### config.mk
export PLATFORM = sky130hd
export DESIGN_NAME = sparse_polynomial_adder_flat
export DESIGN_NICKNAME = d
export VERILOG_FILES = /design/src/rtl/core/spa_pkg.sv /design/src/rtl/core/spa_in_if.sv /design/src/rtl/core/spa_out_if.sv /design/src/rtl/core/spa_store.sv /design/src/rtl/core/spa_merge.sv /design/src/rtl/core/sparse_polynomial_adder.sv /design/src/flat_wrapper.sv
export SDC_FILE = /design/constraint.sdc
export NUM_CORES = 2
export LEC_CHECK = 0
export BUFFER_PORTS_ARGS = -buffer_cell sky130_fd_sc_hd__buf_2
export CAP_MARGIN = 15
export CELL_PAD_IN_SITES_DETAIL_PLACEMENT = 0
export CELL_PAD_IN_SITES_GLOBAL_PLACEMENT = 1
export CORE_ASPECT_RATIO = 0.9
export CORE_UTILIZATION = 42
export CTS_BUF_LIST = sky130_fd_sc_hd__clkbuf_4 sky130_fd_sc_hd__clkbuf_8 sky130_fd_sc_hd__clkbuf_16
export DETAILED_ROUTE_END_ITERATION = 6
export GPL_TIMING_DRIVEN = 0
export PLACE_DENSITY = 0.73
export REMOVE_ABC_BUFFERS = 1
export SETUP_SLACK_MARGIN = 0.05
export SLEW_MARGIN = 40
export SYNTH_ARGS = -nofsm -noshare
export SYNTH_HDL_FRONTEND = slang
export SYNTH_SLANG_ARGS = --single-unit
### constraint.sdc
create_clock -name clk -period 6.7 [get_ports clk]
set_clock_uncertainty 0.05 [all_clocks]
set_input_delay 0.67 -clock clk [delete_from_list [all_inputs] [get_ports clk]]
set_output_delay 0.67 -clock clk [all_outputs]
set_load 0.01 [all_outputs]
### src/rtl/core/spa_pkg.sv
// Shared types and constants of the sparse polynomial adder.
package spa_pkg;

  // Action codes of an input request
  localparam logic [1:0] ACT_LOAD_A = 2'd0;
  localparam logic [1:0] ACT_LOAD_B = 2'd1;
  localparam logic [1:0] ACT_ADD    = 2'd2;

  localparam int MAX_TERMS_DEF = 16;
  // Results per add are capped at this many terms
  localparam int OUT_LIMIT     = 32;
  localparam int RES_AW        = $clog2(OUT_LIMIT);
  localparam int RES_CW        = $clog2(OUT_LIMIT + 1);

  typedef struct packed {
    logic signed [15:0] coef;
    logic signed [15:0] pw;
  } term_t;

  typedef struct packed {
    logic signed [16:0] coef;
    logic signed [15:0] pw;
  } res_t;

  // Controls from the sequencer to both term stores
  typedef struct packed {
    logic sort_start;
    logic clear;
  } store_ctl_t;

endpackage

### src/rtl/core/spa_in_if.sv
// Input channel: action and term of one request.
interface spa_in_if;
  logic               valid;
  logic               ready;
  logic [1:0]         action;
  logic signed [15:0] coefficient;
  logic signed [15:0] power;

  modport source (output valid, action, coefficient, power, input ready);
  modport sink   (input valid, action, coefficient, power, output ready);
endinterface

### src/rtl/core/spa_out_if.sv
// Result channel: one term of the sum polynomial per request.
interface spa_out_if;
  logic               valid;
  logic               ready;
  logic signed [16:0] sum_coefficient;
  logic signed [15:0] sum_power;
  logic               last;
  logic               empty_res;
  logic               dropped;

  modport source (output valid, sum_coefficient, sum_power, last, empty_res, dropped,
                  input ready);
  modport sink   (input valid, sum_coefficient, sum_power, last, empty_res, dropped,
                  output ready);
endinterface

### src/rtl/core/spa_store.sv
// Term store: memory of terms, fill count and in-place stable insertion sort.
module spa_store import spa_pkg::*; #(
  parameter int  MAX_TERMS = MAX_TERMS_DEF,
  localparam int IW = (MAX_TERMS > 1) ? $clog2(MAX_TERMS) : 1,
  localparam int CW = $clog2(MAX_TERMS + 1)
) (
  input  logic          clk,
  input  logic          rst_n,
  input  logic          load_en,
  input  term_t         load_term,
  input  store_ctl_t    ctl,
  output logic          sort_done,
  input  logic [IW-1:0] rd_addr,
  output term_t         rd_data,
  output logic [CW-1:0] count,
  output logic          full
);

  typedef enum logic [2:0] {SS_IDLE, SS_NEXT, SS_KEY, SS_CMP, SS_PUT, SS_DONE} sst_t;

  term_t         mem [MAX_TERMS];
  term_t         rd_q_r;
  sst_t          state_r;
  logic [CW-1:0] count_r;
  logic [CW-1:0] i_r;
  logic [IW-1:0] j_r;
  term_t         key_r;

  logic [IW-1:0] rd_sel;
  logic          wr_en;
  logic [IW-1:0] wr_addr;
  term_t         wr_data;
  logic          shift_down;

  assign full      = (count_r == CW'(MAX_TERMS));
  assign count     = count_r;
  assign rd_data   = rd_q_r;
  assign sort_done = (state_r == SS_DONE);
  assign shift_down = ($signed(rd_q_r.pw) < $signed(key_r.pw));

  // Memory port selection: load, sort steps or external read
  always_comb begin
    rd_sel  = rd_addr;
    wr_en   = 1'b0;
    wr_addr = count_r[IW-1:0];
    wr_data = load_term;
    case (state_r)
      SS_IDLE: begin
        wr_en = load_en && !full;
      end
      SS_NEXT: rd_sel = i_r[IW-1:0];
      SS_KEY:  rd_sel = i_r[IW-1:0] - IW'(1);
      SS_CMP: begin
        if (shift_down) begin
          wr_en   = 1'b1;
          wr_addr = j_r;
          wr_data = rd_q_r;
          rd_sel  = j_r - IW'(2);
        end
      end
      SS_PUT: begin
        wr_en   = 1'b1;
        wr_addr = j_r;
        wr_data = key_r;
      end
      default: ;
    endcase
  end

  // Synchronous memory with registered read data
  always_ff @(posedge clk) begin
    if (wr_en) mem[wr_addr] <= wr_data;
    rd_q_r <= mem[rd_sel];
  end

  // Sort sequencer and fill count
  always_ff @(posedge clk) begin
    if (!rst_n) begin
      state_r <= SS_IDLE;
      count_r <= '0;
      i_r     <= '0;
      j_r     <= '0;
    end else begin
      case (state_r)
        SS_IDLE: begin
          if (load_en && !full) count_r <= count_r + CW'(1);
          if (ctl.sort_start) begin
            i_r     <= CW'(1);
            state_r <= SS_NEXT;
          end
        end
        SS_NEXT: begin
          if (i_r >= count_r) state_r <= SS_DONE;
          else                state_r <= SS_KEY;
        end
        SS_KEY: begin
          key_r   <= rd_q_r;
          j_r     <= i_r[IW-1:0];
          state_r <= SS_CMP;
        end
        SS_CMP: begin
          if (shift_down) begin
            j_r <= j_r - IW'(1);
            if (j_r == IW'(1)) state_r <= SS_PUT;
          end else begin
            state_r <= SS_PUT;
          end
        end
        SS_PUT: begin
          i_r     <= i_r + CW'(1);
          state_r <= SS_NEXT;
        end
        SS_DONE: begin
          if (ctl.clear) begin
            count_r <= '0;
            state_r <= SS_IDLE;
          end
        end
        default: state_r <= SS_IDLE;
      endcase
    end
  end

  a_count_bound: assert property (@(posedge clk) disable iff (!rst_n)
    count_r <= CW'(MAX_TERMS))
    else $error("term count above capacity");
  a_sort_write_range: assert property (@(posedge clk) disable iff (!rst_n)
    (wr_en && state_r != SS_IDLE) |-> (CW'(wr_addr) < count_r))
    else $error("sort wrote beyond filled entries");
  a_no_load_in_sort: assert property (@(posedge clk) disable iff (!rst_n)
    (state_r != SS_IDLE) |=> (count_r == $past(count_r) || count_r == '0))
    else $error("count changed during sort");

endmodule

### src/rtl/core/spa_merge.sv
// Add sequencer: starts the sorts, merges both stores into a result memory, emits.
module spa_merge import spa_pkg::*; #(
  parameter int  MAX_TERMS = MAX_TERMS_DEF,
  localparam int IW = (MAX_TERMS > 1) ? $clog2(MAX_TERMS) : 1,
  localparam int CW = $clog2(MAX_TERMS + 1)
) (
  input  logic          clk,
  input  logic          rst_n,
  input  logic          start,
  input  logic          ovf,
  input  logic [CW-1:0] count_a,
  input  logic [CW-1:0] count_b,
  input  logic          done_a,
  input  logic          done_b,
  output logic [IW-1:0] rd_a_addr,
  output logic [IW-1:0] rd_b_addr,
  input  term_t         qa,
  input  term_t         qb,
  output store_ctl_t    ctl,
  output logic          busy,
  spa_out_if.source     out_ch
);

  typedef enum logic [2:0] {M_IDLE, M_SORT, M_RD, M_EVAL, M_ERD, M_ESHOW, M_EWAIT} mst_t;

  res_t              res_mem [OUT_LIMIT];
  res_t              res_q_r;
  mst_t              state_r;
  logic [CW-1:0]     a_r, b_r;
  logic [RES_CW-1:0] rc_r, k_r;
  logic              trunc_r;
  logic              valid_r, last_r, empty_r, drop_r;
  logic signed [16:0] coef_r;
  logic signed [15:0] pw_r;

  logic               a_has, b_has;
  logic               prod, adv_a, adv_b, fin;
  res_t               prod_term;
  logic signed [16:0] csum;

  assign rd_a_addr = a_r[IW-1:0];
  assign rd_b_addr = b_r[IW-1:0];
  assign a_has     = (a_r < count_a);
  assign b_has     = (b_r < count_b);
  assign csum      = 17'(qa.coef) + 17'(qb.coef);
  assign busy      = (state_r != M_IDLE);

  assign ctl.sort_start = (state_r == M_IDLE) && start;
  assign ctl.clear      = (state_r == M_EWAIT) && out_ch.ready && last_r;

  assign out_ch.valid           = valid_r;
  assign out_ch.sum_coefficient = coef_r;
  assign out_ch.sum_power       = pw_r;
  assign out_ch.last            = last_r;
  assign out_ch.empty_res       = empty_r;
  assign out_ch.dropped         = drop_r;

  // One merge step on the two heads
  always_comb begin
    prod      = 1'b0;
    adv_a     = 1'b0;
    adv_b     = 1'b0;
    fin       = 1'b0;
    prod_term = '{coef: 17'(qa.coef), pw: qa.pw};
    if (a_has && b_has) begin
      if (qa.pw == qb.pw) begin
        prod      = (csum != 17'sd0);
        prod_term = '{coef: csum, pw: qa.pw};
        adv_a     = 1'b1;
        adv_b     = 1'b1;
      end else if ($signed(qa.pw) > $signed(qb.pw)) begin
        prod  = 1'b1;
        adv_a = 1'b1;
      end else begin
        prod      = 1'b1;
        prod_term = '{coef: 17'(qb.coef), pw: qb.pw};
        adv_b     = 1'b1;
      end
    end else if (a_has) begin
      prod  = 1'b1;
      adv_a = 1'b1;
    end else if (b_has) begin
      prod      = 1'b1;
      prod_term = '{coef: 17'(qb.coef), pw: qb.pw};
      adv_b     = 1'b1;
    end else begin
      fin = 1'b1;
    end
  end

  // Result memory
  always_ff @(posedge clk) begin
    if (state_r == M_EVAL && prod && rc_r != RES_CW'(OUT_LIMIT))
      res_mem[rc_r[RES_AW-1:0]] <= prod_term;
    res_q_r <= res_mem[k_r[RES_AW-1:0]];
  end

  // Sequencer and output register
  always_ff @(posedge clk) begin
    if (!rst_n) begin
      state_r <= M_IDLE;
      valid_r <= 1'b0;
      a_r     <= '0;
      b_r     <= '0;
      rc_r    <= '0;
      k_r     <= '0;
      trunc_r <= 1'b0;
    end else begin
      case (state_r)
        M_IDLE: begin
          if (start) begin
            a_r     <= '0;
            b_r     <= '0;
            rc_r    <= '0;
            k_r     <= '0;
            trunc_r <= 1'b0;
            state_r <= M_SORT;
          end
        end
        M_SORT: if (done_a && done_b) state_r <= M_RD;
        M_RD:   state_r <= M_EVAL;
        M_EVAL: begin
          if (adv_a) a_r <= a_r + CW'(1);
          if (adv_b) b_r <= b_r + CW'(1);
          if (prod) begin
            if (rc_r == RES_CW'(OUT_LIMIT)) trunc_r <= 1'b1;
            else                            rc_r    <= rc_r + RES_CW'(1);
          end
          if (fin) begin
            if (rc_r == '0) begin
              // empty sum: single flagged request
              coef_r  <= '0;
              pw_r    <= '0;
              last_r  <= 1'b1;
              empty_r <= 1'b1;
              drop_r  <= ovf || trunc_r;
              valid_r <= 1'b1;
              state_r <= M_EWAIT;
            end else begin
              state_r <= M_ERD;
            end
          end else begin
            state_r <= M_RD;
          end
        end
        M_ERD: state_r <= M_ESHOW;
        M_ESHOW: begin
          coef_r  <= res_q_r.coef;
          pw_r    <= res_q_r.pw;
          last_r  <= (k_r == rc_r - RES_CW'(1));
          empty_r <= 1'b0;
          drop_r  <= ovf || trunc_r;
          valid_r <= 1'b1;
          state_r <= M_EWAIT;
        end
        M_EWAIT: begin
          if (out_ch.ready) begin
            valid_r <= 1'b0;
            if (last_r) begin
              state_r <= M_IDLE;
            end else begin
              k_r     <= k_r + RES_CW'(1);
              state_r <= M_ERD;
            end
          end
        end
        default: state_r <= M_IDLE;
      endcase
    end
  end

  a_valid_in_wait: assert property (@(posedge clk) disable iff (!rst_n)
    valid_r |-> (state_r == M_EWAIT))
    else $error("result shown outside emit wait");
  a_rc_bound: assert property (@(posedge clk) disable iff (!rst_n)
    rc_r <= RES_CW'(OUT_LIMIT))
    else $error("result count above limit");
  a_clear_ends: assert property (@(posedge clk) disable iff (!rst_n)
    ctl.clear |=> (state_r == M_IDLE && !valid_r))
    else $error("add did not finish after last result");
  a_emit_index: assert property (@(posedge clk) disable iff (!rst_n)
    (state_r == M_ESHOW) |-> (k_r < rc_r))
    else $error("emit index past result count");

endmodule

### src/rtl/core/sparse_polynomial_adder.sv
// Sparse polynomial adder: loads terms of two polynomials, sorts, merges and emits the sum.
//
// Input channel in_ch: action 0 loads (coefficient, power) into the first store,
// action 1 into the second, action 2 adds; action 3 is taken and ignored.
// Loads are taken one per cycle while no add is in progress. A term for a full
// store is discarded and the overflow flag set, reported as dropped on every result
// of the next add. An add holds in_ch.ready low until its last result is taken.
// Each store is sorted by descending power with a stable insertion sort in its
// memory, both stores in parallel, then the merge walks both stores into a
// 32-entry result memory. Results go out through an output register; when
// out_ch.ready is low the result holds and the block waits. The final result
// carries last; an empty sum gives one result flagged empty_res.
// After the last result both stores and the overflow flag are cleared.
// Synchronous active-low reset empties the stores; no clearing pass is needed.
module sparse_polynomial_adder import spa_pkg::*; #(
  parameter int MAX_TERMS = MAX_TERMS_DEF
) (
  input logic      clk,
  input logic      rst_n,
  spa_in_if.sink   in_ch,
  spa_out_if.source out_ch
);

  localparam int IW = (MAX_TERMS > 1) ? $clog2(MAX_TERMS) : 1;
  localparam int CW = $clog2(MAX_TERMS + 1);

  store_ctl_t    ctl;
  logic          busy, acc;
  logic          load_a, load_b, start;
  logic          full_a, full_b, done_a, done_b;
  logic [CW-1:0] count_a, count_b;
  logic [IW-1:0] rd_a_addr, rd_b_addr;
  term_t         qa, qb, in_term;
  logic          ovf_r;

  assign in_ch.ready = !busy;
  assign acc     = in_ch.valid && !busy;
  assign load_a  = acc && (in_ch.action == ACT_LOAD_A);
  assign load_b  = acc && (in_ch.action == ACT_LOAD_B);
  assign start   = acc && (in_ch.action == ACT_ADD);
  assign in_term = '{coef: in_ch.coefficient, pw: in_ch.power};

  // Overflow flag: set by a load into a full store, cleared after an add
  always_ff @(posedge clk) begin
    if (!rst_n) begin
      ovf_r <= 1'b0;
    end else if (ctl.clear) begin
      ovf_r <= 1'b0;
    end else if ((load_a && full_a) || (load_b && full_b)) begin
      ovf_r <= 1'b1;
    end
  end

  spa_store #(.MAX_TERMS(MAX_TERMS)) u_store_a (
    .clk, .rst_n, .load_en(load_a), .load_term(in_term), .ctl,
    .sort_done(done_a), .rd_addr(rd_a_addr), .rd_data(qa),
    .count(count_a), .full(full_a)
  );

  spa_store #(.MAX_TERMS(MAX_TERMS)) u_store_b (
    .clk, .rst_n, .load_en(load_b), .load_term(in_term), .ctl,
    .sort_done(done_b), .rd_addr(rd_b_addr), .rd_data(qb),
    .count(count_b), .full(full_b)
  );

  spa_merge #(.MAX_TERMS(MAX_TERMS)) u_merge (
    .clk, .rst_n, .start, .ovf(ovf_r),
    .count_a, .count_b, .done_a, .done_b,
    .rd_a_addr, .rd_b_addr, .qa, .qb,
    .ctl, .busy, .out_ch
  );

endmodule
### src/flat_wrapper.sv
// flat-port wrapper written by rule: the top's interface ports become plain ports
module sparse_polynomial_adder_flat import spa_pkg::*;
#(
  parameter int MAX_TERMS = MAX_TERMS_DEF
)
  (clk, rst_n, in_ch_valid, in_ch_action, in_ch_coefficient, in_ch_power, in_ch_ready, out_ch_valid, out_ch_sum_coefficient, out_ch_sum_power, out_ch_last, out_ch_empty_res, out_ch_dropped, out_ch_ready);
  spa_in_if in_ch_i ();
  spa_out_if out_ch_i ();
  input logic clk;
  input logic rst_n;
  input wire logic [$bits(in_ch_i.valid)-1:0] in_ch_valid;
  input wire logic [$bits(in_ch_i.action)-1:0] in_ch_action;
  input wire logic [$bits(in_ch_i.coefficient)-1:0] in_ch_coefficient;
  input wire logic [$bits(in_ch_i.power)-1:0] in_ch_power;
  output wire logic [$bits(in_ch_i.ready)-1:0] in_ch_ready;
  output wire logic [$bits(out_ch_i.valid)-1:0] out_ch_valid;
  output wire logic [$bits(out_ch_i.sum_coefficient)-1:0] out_ch_sum_coefficient;
  output wire logic [$bits(out_ch_i.sum_power)-1:0] out_ch_sum_power;
  output wire logic [$bits(out_ch_i.last)-1:0] out_ch_last;
  output wire logic [$bits(out_ch_i.empty_res)-1:0] out_ch_empty_res;
  output wire logic [$bits(out_ch_i.dropped)-1:0] out_ch_dropped;
  input wire logic [$bits(out_ch_i.ready)-1:0] out_ch_ready;
  assign in_ch_i.valid = in_ch_valid;
  assign in_ch_i.action = in_ch_action;
  assign in_ch_i.coefficient = in_ch_coefficient;
  assign in_ch_i.power = in_ch_power;
  assign in_ch_ready = in_ch_i.ready;
  assign out_ch_valid = out_ch_i.valid;
  assign out_ch_sum_coefficient = out_ch_i.sum_coefficient;
  assign out_ch_sum_power = out_ch_i.sum_power;
  assign out_ch_last = out_ch_i.last;
  assign out_ch_empty_res = out_ch_i.empty_res;
  assign out_ch_dropped = out_ch_i.dropped;
  assign out_ch_i.ready = out_ch_ready;
  sparse_polynomial_adder #(.MAX_TERMS(MAX_TERMS)) u_core (.clk(clk), .rst_n(rst_n), .in_ch(in_ch_i), .out_ch(out_ch_i));
endmodule
==> impl_metrics.yaml <==
worst_setup_path:
  cp-end-kind: "flip-flop"
  crit_fanout: 13
  r2r_end: "u_core.u_store_a.rd_data[0]"
  r2r_cells: 19
  critPathRequiredTime_ns: 7.38
  cp.arrival_ns: 6.03
  rr_startpoint: "u_core.u_store_a.rd_data[14]"
  reg2reg_setup_slack_ns: 1.35
  startpoint_type: "flip-flop"
  critPathKind: "reg2reg"
final_layout:
  final_core_util_pct: 50.2
  finalNetCount: 5742
  fin_cells: 8694
  layout-drive-gt1-share_pct: 22.8
  syn2layout_area_growth_pct: 18.4
  n_fill_cell: 17438
route:
  drt-total-wl_um: 241000
  wire_per_inst_um: 27.8
  drcViolationCount: 0
  drtPass1Iterations: 6
  ant_nets: 0
  drt-initial-drc-count: 5877
  vias_per_cell: 5.79
  vias: 50371
floorplanning:
  dieArea_um2: 224000
  initial_core_util_pct: 42.4
  coreArea_um2: 220000
  die_w_um: 499
  die_h_um: 450
  fp-row-count: 163
  io_pins: 76
worst_hold_path:
  hp-class: "in2reg"
  hold_path.startpoint: "out_ch_ready"
  holdPathEnd: "u_core.u_merge.out_ch.valid"
  whs_path_depth: 3
cts:
  cts-root-buf: "clkbuf_16"
  cts_htree_levels: 4
  cts_tree: "built"
  cts_resized: 0
  path_clk_slew_ns: 0.07
  ctsLongestPathBuffers: 3
  cts_made_buffers: 225
  ctsHoldBuffers: 0
  cts_setup_buffers: 0
  cts_sinks: 2339
  clock_latency_ns: 0.89
sta:
  finalCritPeriodShare_pct: 79.9
  finalWorstPathRequiredPeriod_ns: 5.35
  rsz0062_at_grt: "false"
  relSlewSlack_pct: 42.4
  drv_slew: 0
  hold_viol: 0
  worstMarginPinSlew_ns: 0.863
  fmax_ghz: 0.187
  setup_viol: 0
  timing.final.ws_setup_ns: 1.35
place:
  io_buffers: 75
  place_ws_ns: 1.47
  dp.cells: 8257
  place_congestion: 0.832
  place_hpwl_um: 165000
global_route:
  grt_usage_pct: 21.3
  grt_max_degree: 53
  grt_pass1_vias: 49467
  grt_overflow_total: 0
  antenna_found_initial: 14
  grt_pass1_wl_um: 348000
logic_synthesis:
  ys_seq_elements: 2339
  synth_ff_type: "edfxtp_1"
  yosys.area.top_type: "edfxtp_1"
  async_reset_ff_share_pct: 0
  synthCells: 5258
  seq_area_frac_synth_pct: 73.4
  synth_common_cells: "2180 x edfxtp_1, 454 x mux2i_1, 365 x nand2_1"
  syn_avg_cell_area_um2: 17.8
  yosys_warnings: 0
  synth.area.top_cells: "edfxtp_1 70%, mux4_2 7.9%, mux2i_1 4.9%"
  synth_most_common_cell: "edfxtp_1"
  syn_area_um2: 93500
  synth_edf_count: 2180
  synth_top_cell_area_share_pct: 70.0
  synth.distinct_cells: 90
power:
  p_int_uw: 25800
  p_leak_uw: 0.0373
  switching_share_pct: 25.7
  power_uw: 34800
  clkPwrFrac_pct: 37.5
  vdd_drop_max_uv: 257
  power_density_nw_per_um2: 314
  p_sw_uw: 8940
  combPwrFrac_pct: 12.4
  seqPwrFrac_pct: 50.1
run:
  maxCapViolCount: 0
status:
  status: "complete, no violations"
per-stage QoR:
step	instance area [um^2]	TNS (ns)	hold slack, ns
6_report	111000	0	0.127
2_1_floorplan	92100	-574.55	0.387
3_3_place_gp	96100	-	0.415
5_1_grt	111000	0	0.120
3_5_place_dp	103000	0	0.417
4_1_cts	111000	0	0.0737
state kept, by name, summed over array words and instances (netlist names), 3 cells and up:
register and cells:
u_core.u_merge.res_mem 1056, u_core.u_store_a.mem 512, u_core.u_store_b.mem 512, u_core.u_merge.res_q_r 33, u_core.u_store_a.key_r 32, u_core.u_store_a.rd_data 32, u_core.u_store_b.key_r 32, u_core.u_store_b.rd_data 32
u_core.u_merge.out_ch.sum_coefficient 17, u_core.u_merge.out_ch.sum_power 16, u_core.u_merge.k_r 6, u_core.u_merge.rc_r 6, u_core.u_merge.a_r 5, u_core.u_merge.b_r 5, u_core.u_store_a.count 5, u_core.u_store_a.i_r 5
u_core.u_store_b.count 5, u_core.u_store_b.i_r 5, u_core.u_store_a.j_r 4, u_core.u_store_b.j_r 4, u_core.u_merge.state_r 3, u_core.u_store_a.state_r 3, u_core.u_store_b.state_r 3
cell usage in the layout (no fill, tap or decap), drive strengths merged, types with 6 or more instances in the layout:
cell,netlist,layout
o211ai,8,8
nor2b,88,88
nand2,366,366
and3,78,78
o21ai,67,67
buf,136,398
dfxtp,159,159
inv,85,89
a211o,70,70
mux4,330,330
edfxtp,2180,2180
o22ai,101,101
xor2,14,14
a21boi,10,10
o31ai,7,7
a21oi,67,67
clkbuf,149,296
mux2,51,51
xnor2,21,21
a22oi,121,121
nor3,28,28
nand3,133,133
mux2i,454,454
nand3b,8,8
a31oi,19,19
clkinv,1,102
a32oi,6,6
clkinvlp,0,11
bufinv,0,19
nand2b,15,15
nor2,150,150
or3,6,6
a211oi,75,75
nand4,13,13
ha,103,103
and2,19,19
o21a,15,15
a21o,12,12
or4,36,36
routing by layer:
layer / routed length (um) / share of wire [%] / global-route usage (%)
met1: 102000 / 42 / 29.8
met2: 115000 / 48 / 34.3
met3: 18800 / 7.8 / 3.86
met4: 5790 / 2.4 / 5.86
met5: 44 / 0.018 / 0
area by class of cell:
type	count	area [um^2]	area share [%]
Antenna cell	5	12.5	0.0113
Clock buffer	294	6340	5.73
Clock inverter	135	1420	1.29
Inverter	86	323	0.292
Multi-Input combinational cell	2548	24000	21.7
Sequential cell	2339	68700	62.1
Tap cell	2887	3610	3.26
Timing Repair Buffer	400	6320	5.71
power groups by stage:
stage	sequential (uW)	combinational, uW	clock, uW
2_1_floorplan	17400	3140	0
3_3_place_gp	17800	4530	0
3_5_place_dp	17700	4260	0
4_1_cts	17400	4290	13200
5_1_grt	17400	4630	13700
6_report	17400	4330	13000
critical path, cell delays in order, from the launching register on:
cell,delay [ns]
dfxtp_1,0.45
ha_1,0.29
nand2_1,0.07
nand3_1,0.24
nor3_1,0.56
a21oi_1,0.24
o221a_2,0.32
a211oi_4,0.50
buf_6,0.23
buf_4,0.22
buf_4,0.25
buf_4,0.24
buf_4,0.24
buf_4,0.24
buf_4,0.21
buf_6,0.17
mux2i_1,0.19
mux2i_1,0.09
a22oi_1,0.23
nand3_1,0.15
kinds of logic (layout without fill, tap and decap cells):
| logic type | after synthesis | in the layout | share of synthesized area [%] |
|---|---|---|---|
| other | 0 | 5 | 0 |
| and+or+nand+nor | 964 | 964 | 5.01 |
| xor gates and xnor gates | 35 | 35 | 0.328 |
| DFF | 2339 | 2339 | 73.4 |
| adders and majority gates | 104 | 104 | 1.40 |
| muxes | 835 | 835 | 13.4 |
| buffers and inverters | 371 | 915 | 1.81 |
| AOI/OAI and AO/OA | 610 | 610 | 4.60 |
how the worst max path moves through the flow:
stage | depth (start not counted) | slack, ns | startpoint | to
floorplan | 11 | -10.93 | u_core.u_store_a.key_r[6] | u_core.u_store_a.rd_data[0]
global placement | 10 | -17.85 | u_core.u_store_a.rd_data[14] | u_core.u_store_a.rd_data[24]
detailed placement | 19 | 1.47 | u_core.u_store_a.rd_data[14] | u_core.u_store_a.rd_data[0]
CTS | 18 | 1.40 | u_core.u_store_a.rd_data[15] | u_core.u_store_a.rd_data[0]
global route | 18 | 1.02 | u_core.u_store_a.rd_data[15] | u_core.u_store_a.rd_data[0]
finish | 19 | 1.35 | u_core.u_store_a.rd_data[14] | u_core.u_store_a.rd_data[0]
(Power assumes the default switching activity.)
